### src/design/crs_pkg.sv
`default_nettype none

package crs_pkg;

   localparam int COORD_W = 16;
   localparam int SIZE_W = 15;
   localparam int DEFAULT_STACK_DEPTH = 16;

   localparam logic FUNC_PUSH = 1'b0;
   localparam logic FUNC_POP = 1'b1;

   typedef enum logic [1:0] {
      STATUS_OK         = 2'd0,
      STATUS_POP_EMPTY  = 2'd1,
      STATUS_PUSH_FULL  = 2'd2
   } status_type;

   typedef struct packed {
      logic signed [COORD_W-1:0] x;
      logic signed [COORD_W-1:0] y;
      logic [SIZE_W-1:0]         w;
      logic [SIZE_W-1:0]         h;
   } rect_type;

   typedef struct packed {
      logic push;
      logic pop;
   } shift_type;

endpackage

`default_nettype wire

### src/design/crs_channels.sv
`default_nettype none

interface crs_req_if;
   logic                                valid;
   logic                                ready;
   logic                                func;
   logic signed [crs_pkg::COORD_W-1:0]  rect_x;
   logic signed [crs_pkg::COORD_W-1:0]  rect_y;
   logic [crs_pkg::SIZE_W-1:0]          rect_width;
   logic [crs_pkg::SIZE_W-1:0]          rect_height;

   modport source (output valid, func, rect_x, rect_y, rect_width, rect_height,
                   input ready);
   modport sink (input valid, func, rect_x, rect_y, rect_width, rect_height,
                 output ready);
endinterface

interface crs_rsp_if;
   logic                                valid;
   logic                                ready;
   logic signed [crs_pkg::COORD_W-1:0]  top_x;
   logic signed [crs_pkg::COORD_W-1:0]  top_y;
   logic [crs_pkg::SIZE_W-1:0]          top_width;
   logic [crs_pkg::SIZE_W-1:0]          top_height;
   logic                                nonempty;
   logic [1:0]                          status;

   modport source (output valid, top_x, top_y, top_width, top_height, nonempty, status,
                   input ready);
   modport sink (input valid, top_x, top_y, top_width, top_height, nonempty, status,
                 output ready);
endinterface

`default_nettype wire

### src/design/crs_isect.sv
`default_nettype none

module crs_isect (
   input  wire crs_pkg::rect_type top_rect,
   input  wire crs_pkg::rect_type new_rect,
   input  wire                    stack_empty,
   output crs_pkg::rect_type      out_rect
);

   localparam int EXT_W = crs_pkg::COORD_W + 2;

   logic signed [EXT_W-1:0] top_l;
   logic signed [EXT_W-1:0] top_t;
   logic signed [EXT_W-1:0] top_r;
   logic signed [EXT_W-1:0] top_b;
   logic signed [EXT_W-1:0] new_l;
   logic signed [EXT_W-1:0] new_t;
   logic signed [EXT_W-1:0] new_r;
   logic signed [EXT_W-1:0] new_b;
   logic signed [EXT_W-1:0] left;
   logic signed [EXT_W-1:0] upper;
   logic signed [EXT_W-1:0] right;
   logic signed [EXT_W-1:0] lower;
   logic signed [EXT_W-1:0] span_w;
   logic signed [EXT_W-1:0] span_h;

   assign top_l = EXT_W'(top_rect.x);
   assign top_t = EXT_W'(top_rect.y);
   assign new_l = EXT_W'(new_rect.x);
   assign new_t = EXT_W'(new_rect.y);
   assign top_r = top_l + $signed({3'b000, top_rect.w});
   assign top_b = top_t + $signed({3'b000, top_rect.h});
   assign new_r = new_l + $signed({3'b000, new_rect.w});
   assign new_b = new_t + $signed({3'b000, new_rect.h});

   assign left  = (top_l > new_l) ? top_l : new_l;
   assign upper = (top_t > new_t) ? top_t : new_t;
   assign right = (top_r < new_r) ? top_r : new_r;
   assign lower = (top_b < new_b) ? top_b : new_b;

   assign span_w = right - left;
   assign span_h = lower - upper;

   always_comb begin
      if (stack_empty) begin
         out_rect = new_rect;
      end else begin
         out_rect.x = left[crs_pkg::COORD_W-1:0];
         out_rect.y = upper[crs_pkg::COORD_W-1:0];
         out_rect.w = span_w[EXT_W-1] ? '0 : span_w[crs_pkg::SIZE_W-1:0];
         out_rect.h = span_h[EXT_W-1] ? '0 : span_h[crs_pkg::SIZE_W-1:0];
      end
   end

endmodule

`default_nettype wire

### src/design/crs_cell.sv
`default_nettype none

module crs_cell (
   input  wire                     clock,
   input  wire crs_pkg::shift_type shift,
   input  wire crs_pkg::rect_type  from_above,
   input  wire crs_pkg::rect_type  from_below,
   output crs_pkg::rect_type       rect_q
);

   crs_pkg::rect_type rect_ff;
   crs_pkg::rect_type rect_in;

   always_comb begin
      priority if (shift.push) begin
         rect_in = from_above;
      end else if (shift.pop) begin
         rect_in = from_below;
      end else begin
         rect_in = rect_ff;
      end
   end

   always_ff @(posedge clock) begin
      rect_ff <= rect_in;
   end

   assign rect_q = rect_ff;

endmodule

`default_nettype wire

### src/design/clip_rect_stack_top.sv
`default_nettype none

// Clip rectangle stack. Takes one push or pop per cycle and returns one
// registered result per transfer, in the cycle after the request transfer; a
// request is taken while the result register is empty or being drained. The
// entries sit in a chain of STACK_DEPTH cells, the top in the first cell: a
// push moves every entry one cell down and loads the intersected rectangle
// into the first cell, a pop moves every entry one cell up. The intersection
// with the current top is worked out in the same cycle in front of the first
// cell, so the clock period is set by that add, compare and clamp.
module clip_rect_stack_top #(
   parameter int STACK_DEPTH = crs_pkg::DEFAULT_STACK_DEPTH
) (
   input  wire        clock,
   input  wire        reset,
   crs_req_if.sink    req_chan,
   crs_rsp_if.source  rsp_chan
);

   localparam int CNT_W = $clog2(STACK_DEPTH + 1);

   logic [CNT_W-1:0]        count_ff;
   logic [CNT_W-1:0]        count_in;
   logic                    rsp_valid_ff;
   logic                    rsp_valid_in;
   crs_pkg::rect_type       rsp_rect_ff;
   crs_pkg::rect_type       rsp_rect_in;
   logic                    rsp_nonempty_ff;
   logic                    rsp_nonempty_in;
   crs_pkg::status_type     rsp_status_ff;
   crs_pkg::status_type     rsp_status_in;

   logic                    req_accept;
   logic                    stack_empty;
   logic                    stack_full;
   logic                    is_push;
   logic                    push_ok;
   logic                    pop_ok;
   crs_pkg::shift_type      shift;
   crs_pkg::rect_type       new_rect;
   crs_pkg::rect_type       isect_rect;
   crs_pkg::rect_type       cell_q [STACK_DEPTH];

   assign req_chan.ready = !rsp_valid_ff || rsp_chan.ready;
   assign req_accept = req_chan.valid && req_chan.ready;

   assign stack_empty = (count_ff == '0);
   assign stack_full  = (count_ff == CNT_W'(STACK_DEPTH));
   assign is_push     = (req_chan.func == crs_pkg::FUNC_PUSH);
   assign push_ok     = req_accept && is_push && !stack_full;
   assign pop_ok      = req_accept && !is_push && !stack_empty;

   assign shift.push = push_ok;
   assign shift.pop  = pop_ok;

   assign new_rect.x = req_chan.rect_x;
   assign new_rect.y = req_chan.rect_y;
   assign new_rect.w = req_chan.rect_width;
   assign new_rect.h = req_chan.rect_height;

   crs_isect u_isect (
      .top_rect    (cell_q[0]),
      .new_rect    (new_rect),
      .stack_empty (stack_empty),
      .out_rect    (isect_rect)
   );

   for (genvar i = 0; i < STACK_DEPTH; i++) begin : g_cell
      crs_pkg::rect_type above;
      crs_pkg::rect_type below;

      if (i == 0) begin : g_first
         assign above = isect_rect;
      end else begin : g_inner
         assign above = cell_q[i-1];
      end

      if (i == STACK_DEPTH - 1) begin : g_last
         assign below = cell_q[i];
      end else begin : g_upper
         assign below = cell_q[i+1];
      end

      crs_cell u_cell (
         .clock      (clock),
         .shift      (shift),
         .from_above (above),
         .from_below (below),
         .rect_q     (cell_q[i])
      );
   end

   always_comb begin
      count_in        = count_ff;
      rsp_valid_in    = rsp_valid_ff && !rsp_chan.ready;
      rsp_rect_in     = rsp_rect_ff;
      rsp_nonempty_in = rsp_nonempty_ff;
      rsp_status_in   = rsp_status_ff;
      if (req_accept) begin
         rsp_valid_in = 1'b1;
         priority if (push_ok) begin
            count_in        = count_ff + CNT_W'(1);
            rsp_rect_in     = isect_rect;
            rsp_nonempty_in = 1'b1;
            rsp_status_in   = crs_pkg::STATUS_OK;
         end else if (pop_ok) begin
            count_in        = count_ff - CNT_W'(1);
            rsp_nonempty_in = (count_ff != CNT_W'(1));
            rsp_rect_in     = (count_ff != CNT_W'(1)) ? cell_q[1] : '0;
            rsp_status_in   = crs_pkg::STATUS_OK;
         end else if (is_push) begin
            rsp_rect_in     = cell_q[0];
            rsp_nonempty_in = 1'b1;
            rsp_status_in   = crs_pkg::STATUS_PUSH_FULL;
         end else begin
            rsp_rect_in     = '0;
            rsp_nonempty_in = 1'b0;
            rsp_status_in   = crs_pkg::STATUS_POP_EMPTY;
         end
      end
   end

   always_ff @(posedge clock) begin
      if (reset) begin
         count_ff     <= '0;
         rsp_valid_ff <= 1'b0;
      end else begin
         count_ff     <= count_in;
         rsp_valid_ff <= rsp_valid_in;
      end
   end

   always_ff @(posedge clock) begin
      rsp_rect_ff     <= rsp_rect_in;
      rsp_nonempty_ff <= rsp_nonempty_in;
      rsp_status_ff   <= rsp_status_in;
   end

   assign rsp_chan.valid      = rsp_valid_ff;
   assign rsp_chan.top_x      = rsp_rect_ff.x;
   assign rsp_chan.top_y      = rsp_rect_ff.y;
   assign rsp_chan.top_width  = rsp_rect_ff.w;
   assign rsp_chan.top_height = rsp_rect_ff.h;
   assign rsp_chan.nonempty   = rsp_nonempty_ff;
   assign rsp_chan.status     = rsp_status_ff;

   a_count_bound: assert property (@(posedge clock) disable iff (reset)
      count_ff <= CNT_W'(STACK_DEPTH))
      else $error("entry count beyond stack depth");

   a_push_grows: assert property (@(posedge clock) disable iff (reset)
      push_ok |=> count_ff == $past(count_ff) + CNT_W'(1))
      else $error("accepted push did not add an entry");

   a_nonempty_tracks: assert property (@(posedge clock) disable iff (reset)
      rsp_valid_ff && !$past(reset) && $past(req_accept)
         |-> rsp_nonempty_ff == (count_ff != '0))
      else $error("result nonempty flag disagrees with entry count");

   a_full_status: assert property (@(posedge clock) disable iff (reset)
      req_accept && is_push && stack_full
         |=> rsp_status_ff == crs_pkg::STATUS_PUSH_FULL && count_ff == $past(count_ff))
      else $error("push on full stack not flagged or not dropped");

endmodule

`default_nettype wire
### src/flat_wrapper.sv
// flat-port wrapper written by rule: the top's interface ports become plain ports
module clip_rect_stack_top_flat 
#(
   parameter int STACK_DEPTH = crs_pkg::DEFAULT_STACK_DEPTH
)
  (clock, reset, req_chan_valid, req_chan_func, req_chan_rect_x, req_chan_rect_y, req_chan_rect_width, req_chan_rect_height, req_chan_ready, rsp_chan_valid, rsp_chan_top_x, rsp_chan_top_y, rsp_chan_top_width, rsp_chan_top_height, rsp_chan_nonempty, rsp_chan_status, rsp_chan_ready);
  crs_req_if req_chan_i ();
  crs_rsp_if rsp_chan_i ();
  input  wire clock;
  input  wire reset;
  input wire logic [$bits(req_chan_i.valid)-1:0] req_chan_valid;
  input wire logic [$bits(req_chan_i.func)-1:0] req_chan_func;
  input wire logic [$bits(req_chan_i.rect_x)-1:0] req_chan_rect_x;
  input wire logic [$bits(req_chan_i.rect_y)-1:0] req_chan_rect_y;
  input wire logic [$bits(req_chan_i.rect_width)-1:0] req_chan_rect_width;
  input wire logic [$bits(req_chan_i.rect_height)-1:0] req_chan_rect_height;
  output wire logic [$bits(req_chan_i.ready)-1:0] req_chan_ready;
  output wire logic [$bits(rsp_chan_i.valid)-1:0] rsp_chan_valid;
  output wire logic [$bits(rsp_chan_i.top_x)-1:0] rsp_chan_top_x;
  output wire logic [$bits(rsp_chan_i.top_y)-1:0] rsp_chan_top_y;
  output wire logic [$bits(rsp_chan_i.top_width)-1:0] rsp_chan_top_width;
  output wire logic [$bits(rsp_chan_i.top_height)-1:0] rsp_chan_top_height;
  output wire logic [$bits(rsp_chan_i.nonempty)-1:0] rsp_chan_nonempty;
  output wire logic [$bits(rsp_chan_i.status)-1:0] rsp_chan_status;
  input wire logic [$bits(rsp_chan_i.ready)-1:0] rsp_chan_ready;
  assign req_chan_i.valid = req_chan_valid;
  assign req_chan_i.func = req_chan_func;
  assign req_chan_i.rect_x = req_chan_rect_x;
  assign req_chan_i.rect_y = req_chan_rect_y;
  assign req_chan_i.rect_width = req_chan_rect_width;
  assign req_chan_i.rect_height = req_chan_rect_height;
  assign req_chan_ready = req_chan_i.ready;
  assign rsp_chan_valid = rsp_chan_i.valid;
  assign rsp_chan_top_x = rsp_chan_i.top_x;
  assign rsp_chan_top_y = rsp_chan_i.top_y;
  assign rsp_chan_top_width = rsp_chan_i.top_width;
  assign rsp_chan_top_height = rsp_chan_i.top_height;
  assign rsp_chan_nonempty = rsp_chan_i.nonempty;
  assign rsp_chan_status = rsp_chan_i.status;
  assign rsp_chan_i.ready = rsp_chan_ready;
  clip_rect_stack_top #(.STACK_DEPTH(STACK_DEPTH)) u_core (.clock(clock), .reset(reset), .req_chan(req_chan_i), .rsp_chan(rsp_chan_i));
endmodule
### config.mk
export PLATFORM = sky130hd
export DESIGN_NAME = clip_rect_stack_top_flat
export DESIGN_NICKNAME = d
export VERILOG_FILES = /design/src/design/crs_pkg.sv /design/src/design/crs_channels.sv /design/src/design/crs_isect.sv /design/src/design/crs_cell.sv /design/src/design/clip_rect_stack_top.sv /design/src/flat_wrapper.sv
export SDC_FILE = /design/constraint.sdc
export NUM_CORES = 2
export LEC_CHECK = 0
export ABC_AREA = 1
export BUFFER_PORTS_ARGS = -buffer_cell sky130_fd_sc_hd__buf_4
export CORE_ASPECT_RATIO = 1.1
export CORE_MARGIN = 8
export CORE_UTILIZATION = 35
export CTS_CLUSTER_SIZE = 25
export DETAILED_ROUTE_END_ITERATION = 8
export HOLD_SLACK_MARGIN = 0.1
export PLACE_DENSITY = 0.5
export SYNTH_ARGS = -nofsm -noshare
export SYNTH_HDL_FRONTEND = slang
export SYNTH_HIERARCHICAL = 1
export SYNTH_SLANG_ARGS = --single-unit
### constraint.sdc
create_clock -name clock -period 7.46 [get_ports clock]
set_clock_uncertainty 0.05 [all_clocks]
set_input_delay 0.746 -clock clock [delete_from_list [all_inputs] [get_ports clock]]
set_output_delay 0.746 -clock clock [all_outputs]
set_load 0.1 [all_outputs]
## Word-level counts from Yosys, hierarchy flattened

Cells that the tools add are included.

- Add/subtract/negate cells: 8
- Order comparisons: 4
- Equal/unequal tests: 2
- Mux-type cells: 47
- Bitwise gates (word level): 1
- Reduce and logical (&&, ||, !) cells: 15

Operators by type and width:

| kind | number |
|---|---|
| $mux W62 | 35 |
| $mux W18 | 4 |
| $add A16 B16 Y17 | 4 |
| $sub A18 B18 Y18 | 2 |
| $lt A17 B17 Y1 | 2 |
| $gt A16 B16 Y1 | 2 |
| $mux W15 | 2 |
| $mux W5 | 2 |
| $logic_and A1 B1 Y1 | 6 |
| $add A5 B1 Y5 const B | 1 |
| $eq A5 B5 Y1 const B | 1 |
| $logic_not A5 Y1 | 1 |
| $ne A5 B1 Y1 const B | 1 |
| $sub A5 B1 Y5 const B | 1 |
| $logic_not A1 Y1 | 4 |
| $mux W1 | 3 |
| $mux W2 | 1 |
| $reduce_and A2 Y1 | 1 |
| $reduce_bool A2 Y1 | 1 |
| $reduce_or A2 Y1 | 1 |
| $logic_or A1 B1 Y1 | 1 |
| $not A1 Y1 | 1 |

- Register bits: 1,063
- Input bits: 67
- Logic and storage cells: 149

## Depth between registers and ports, before layout

- Word-level depth: 7
- Depth in mapped cells: 39

## By module

The synthesis kept the hierarchy.

By module, submodules not included:

| module | instances | cells an instance | area each (sq um) | sequential area each (sq um) |
|---|---|---|---|---|
| crs_cell | 16 | 263 | 2,698.8 | 1,861.8 |
| crs_isect | 1 | 1,334 | 7,741.2 | 0.0 |
| clip_rect_stack_top | 1 | 424 | 3,679.8 | 2,072.0 |

## Worst setup path after synthesis

OpenSTA, ideal clock, no wires.

- Kind: register to register
- Start point: register u_core.rsp_valid_ff (netlist: u_core/rsp_chan.valid)
- End point: register u_core.g_cell[0].u_cell.rect_ff (netlist bit u_core/g_cell[0].u_cell/rect_q[0]) (enable)
- Library setup time: 0.393 ns
- Arrival: 5.802 ns
- Data required time: 7.017 ns
- Slack: 1.215 ns
- Stages on the path, launching flop included: 5
- Path buffers: 0
- Clock period less this slack: 6.245 ns
- Cells stage by stage: dfxtp_1 > a21oi_1 > nand3_2 > inv_1 > or2_2

- Cells in the longest elaborated chain, start to end: 6
- Elaborated cells between the ends (all ways): 8
- Classes of those cells: reduce/logical (8)

Ends and longest elaborated chain:

| element | RTL line | RTL |
|---|---|---|
| start: declaration | clip_rect_stack_top.sv:24 | `logic rsp_valid_ff;` |
| start signal: assignment | clip_rect_stack_top.sv:129 | `rsp_valid_ff <= rsp_valid_in;` |
| $logic_not A1 Y1 | clip_rect_stack_top.sv:44 | `assign req_chan.ready = !rsp_valid_ff \|\| rsp_chan.ready;` |
| $logic_or A1 B1 Y1 | clip_rect_stack_top.sv:44 |  |
| $logic_and A1 B1 Y1 | clip_rect_stack_top.sv:45 | `assign req_accept = req_chan.valid && req_chan.ready;` |
| $logic_and A1 B1 Y1 (2 in a row) | clip_rect_stack_top.sv:51 | `assign pop_ok = req_accept && !is_push && !stack_empty;` |
| via u_core.pop_ok | clip_rect_stack_top.sv:38 | `logic pop_ok;` |
| $reduce_bool A2 Y1 (no source line) | -- |  |
| end signal: assignment | crs_cell.sv:25 | `rect_ff <= rect_in;` |
| end: declaration | crs_cell.sv:11 | `crs_pkg::rect_type rect_ff;` |

The timed path passes the listed nets, and every way through them passes these cells.
A chain may end at the register's enable or synchronous reset.

==> impl_metrics.csv <==
group,metric,value,unit
floorplan,rows,152,
clocking,cts_setup_buffers,0,
synth,synth_edf_count,1057,
global_route,grt_pass1_wl,221000,um
hold_path,worstHoldPathType,"in -> reg",
synth,synth_top_flop_cell,"edfxtp_1",
floorplan,die_area,169000,um2
run,cap_violations,0,
sta,slew_headroom,22.6,%
drt,ant_nets,0,
clocking,cts_htree_levels,3,
critical_path,cp_slowest_cell,"o21ai_0",
sta,fin_setup_tns,0,ps
sta,fin_crit_sh,90.7,%
cells_and_area,syn_to_final_growth,9.63,%
pwr,p_per_area,329,nW/um2
drt,drt_wl_total,140000,um
global_route,track_usage,16.2,%
drt,drc,0,
synth,synth_area,54600,um2
cells_and_area,layout.nets,6219,
critical_path,end_kind,"register",
synth,ys_types,44,
critical_path,cp_data_arrival_time,7240,ps
placed_design,place.detailed.hpwl,97200,um
critical_path,path_max_fanout,17,
synth,synth.ff_latch_count,1063,
cells_and_area,final_layout_size_suffix_gt1_share,6.38,%
sta,setup_slack,697,ps
hold_path,hold_end,"u_core/rsp_chan.valid$_SDFF_PP0_",
sta,report.final.slew_viol_count,0,
drt,wire_per_inst,17.2,um
sta,fin_crit,6760,ps
drt,via_per_inst,4.70,
floorplan,initial_core_util,35.1,%
synth,syn_nets,6197,
critical_path,crit_path_start_kind,"register",
placed_design,dp_slack,566,ps
critical_path,startpoint,"u_core/g_cell[0].u_cell/rect_q[46]$_DFFE_PP_",
floorplan,die_y,430,um
critical_path,cp_common_cell,"nand2_1",
global_route,met2_usage,24.0,%
hold_path,hp-start,"req_chan_valid",
critical_path,r2r_cells,31,
synth,syn_inst,5966,
critical_path,r2r_setup_slack,700,ps
clocking,path_clk_slew,70,ps
critical_path,cpPeakStageDelay,560,ps
clocking,clock_latency,730,ps
sta,rsz0062_at_grt,"no",
synth,ys_seq_area_share,58.4,%
clocking,root_buffer,"clkbuf_16",
critical_path,r2r_end,"u_core/rsp_chan.top_width[13]$_DFFE_PN_",
floorplan,io_pins,134,
synth,syn_area_per_cell,9.15,um2
critical_path,worst-setup-path-type,"reg -> reg",
placed_design,io_buffers,133,
sta,hold_viol_final,0,
placed_design,gp_congestion,0.897,
global_route,met1_usage,24.7,%
sta,max_freq,0.148,GHz
critical_path,required,7940,ps
synth,synthArstFlopShare,0,%
global_route,met3_usage,2.00,%
sta,tightest_slew,1160,ps
drt,firstDrtPassIters,7,
outcome,status,"finished, final reports clean",
global_route,busiest_layer,"met1",
global_route,antenna_found_initial,1,
clocking,numCtsBuffers,113,
pwr,p_leak,26.6,nW
global_route,grt_overflow,0,
hold_path,holdPathStages,3,
clocking,clock_sinks,1063,
critical_path,r2r-start,"u_core/g_cell[0].u_cell/rect_q[46]$_DFFE_PP_",
clocking,cts_tree,"built",
drt,drtIter0Drc,3064,
global_route,grt_pass1_vias,37168,
synth,yosysWarnings,6,
pwr,vdd_drop_max,0.202,mV
clocking,cts_buffer_depth,3,
global_route,grt_start_max_net_pins,232,
sta,setup_viol,0,
floorplan,die_w,393,um
floorplan,core-area,156000,um2
drt,vias,38336,
## metal layers
layer,routed length (um),part of all wire [%],vias up
li1,-,-,19507
met1,71100,51,17783
met2,59100,42,888
met3,6410,4.6,158
met4,3390,2.4,0
met5,0,0,-
## worst max-delay path by stage
stage | end | slack, ps | depth (start not counted)
global placement | u_core/rsp_chan.top_width[2]$_DFFE_PN_ | 640 | 31
detailed placement | u_core/rsp_chan.top_width[2]$_DFFE_PN_ | 570 | 31
floorplan | u_core/g_cell[0].u_cell/rect_q[0]$_DFFE_PP_ | 1210 | 4
finish | u_core/rsp_chan.top_width[13]$_DFFE_PN_ | 700 | 31
CTS | u_core/rsp_chan.top_width[2]$_DFFE_PN_ | 640 | 33
global route | u_core/rsp_chan.top_width[7]$_DFFE_PN_ | 20 | 33
## critical path, delay by kind of cell (launching register included)
kind                       cells  cell delay (ps)
and+or+nand+nor               16             2520
AOI/OAI and AO/OA              7             2000
DFF                            1              440
buffers and inverters          3              200
xor gates and xnor gates       1              170
adders and majority gates      4             1160
## flip-flops by register name (all words and copies together) (netlist names)
signal and count:
u_core/rsp_chan.status 2, u_core/rsp_chan.valid 1, u_core/count_ff 5, u_core/g_cell.u_cell/rect_q 992
u_core/rsp_chan.top_width 15, u_core/rsp_chan.top_y 16, u_core/rsp_chan.nonempty 1, u_core/rsp_chan.top_x 16
u_core/rsp_chan.top_height 15
## layout make-up
cell class                      count  area (um2)
Multi-Input combinational cell   4409       19500
Clock buffer                      139        2970
Antenna cell                        1        2.50
Tap cell                         2079        2600
Clock inverter                     69         627
Fill cell                       16001       95700
Inverter                          233         962
Timing Repair Buffer              168        1300
Sequential cell                  1063       31900
## what timing repair did
action	in CTS	in global routing
endpoints found under the setup margin	0	1
gates resized for setup	0	1
hold buffers	1	0
hold endpoints to repair	1	0
## cell usage in the layout (no fill, tap or decap), types with 21 or more instances in the layout
cell       count
inv_1        214
buf_4        164
nand4_1       27
nand3b_1      21
nor2_1       110
edfxtp_1    1057
clkbuf_1      24
clkbuf_16    115
nand2_1     3436
clkinv_1      35
nand3_1      133
xor2_1        53
o21ai_0      106
ha_1         158
a21oi_1      227
## power by group
part / leakage [nW] / switching (W) / internal [W]
Combinational: 14.7 / 0.00410 / 0.00172
Clock: 1.75 / 0.00240 / 0.00310
Sequential: 10.2 / 0.000557 / 0.00782
Total: 26.6 / 0.00706 / 0.0126
## cell usage after synthesis (6+ instances only)
library cell	number	area, um2
nand2_1	3436	12900
edfxtp_1	1057	31700
a21oi_1	229	1150
inv_1	215	807
ha_1	158	1980
nand3_1	133	666
buf_6	116	1310
nor2_1	110	413
o21ai_0	107	536
buf_4	97	728
xor2_1	53	464
nand4_1	27	169
clkbuf_1	24	90.1
nand3b_1	21	158
xnor2_1	20	175
buf_2	19	95.1
or2_2	18	113
inv_6	16	140
nand3_2	13	130
a31oi_1	11	68.8
nor3_1	10	50.1
o21bai_1	10	75.1
o31ai_1	9	67.6
dfxtp_1	6	120
fa_1	6	120
## logic make-up after synthesis
| kind of cell | Yosys count | synth area share (%) |
|---|---|---|
| AOI/OAI and AO/OA | 382 | 3.70 |
| xor gates and xnor gates | 73 | 1.17 |
| adders and majority gates | 164 | 3.84 |
| buffers and inverters | 494 | 5.89 |
| DFF | 1063 | 58.4 |
| and+or+nand+nor | 3790 | 27.0 |
## stage by stage
stage,util [%],total power [W],hold WS (ps),instance area (um2),instances
after floorplan,-,0.0126,456,54600,5966
after global placement,36.2,0.0143,477,56300,7951
after detailed placement,36.2,0.0143,476,56300,7951
after CTS,38.5,0.0199,221,59900,8160
after global routing,38.5,0.0209,286,59900,8160
final,38.5,0.0197,300,59900,8161
Note: power is estimated with default switching activity, not from simulation.
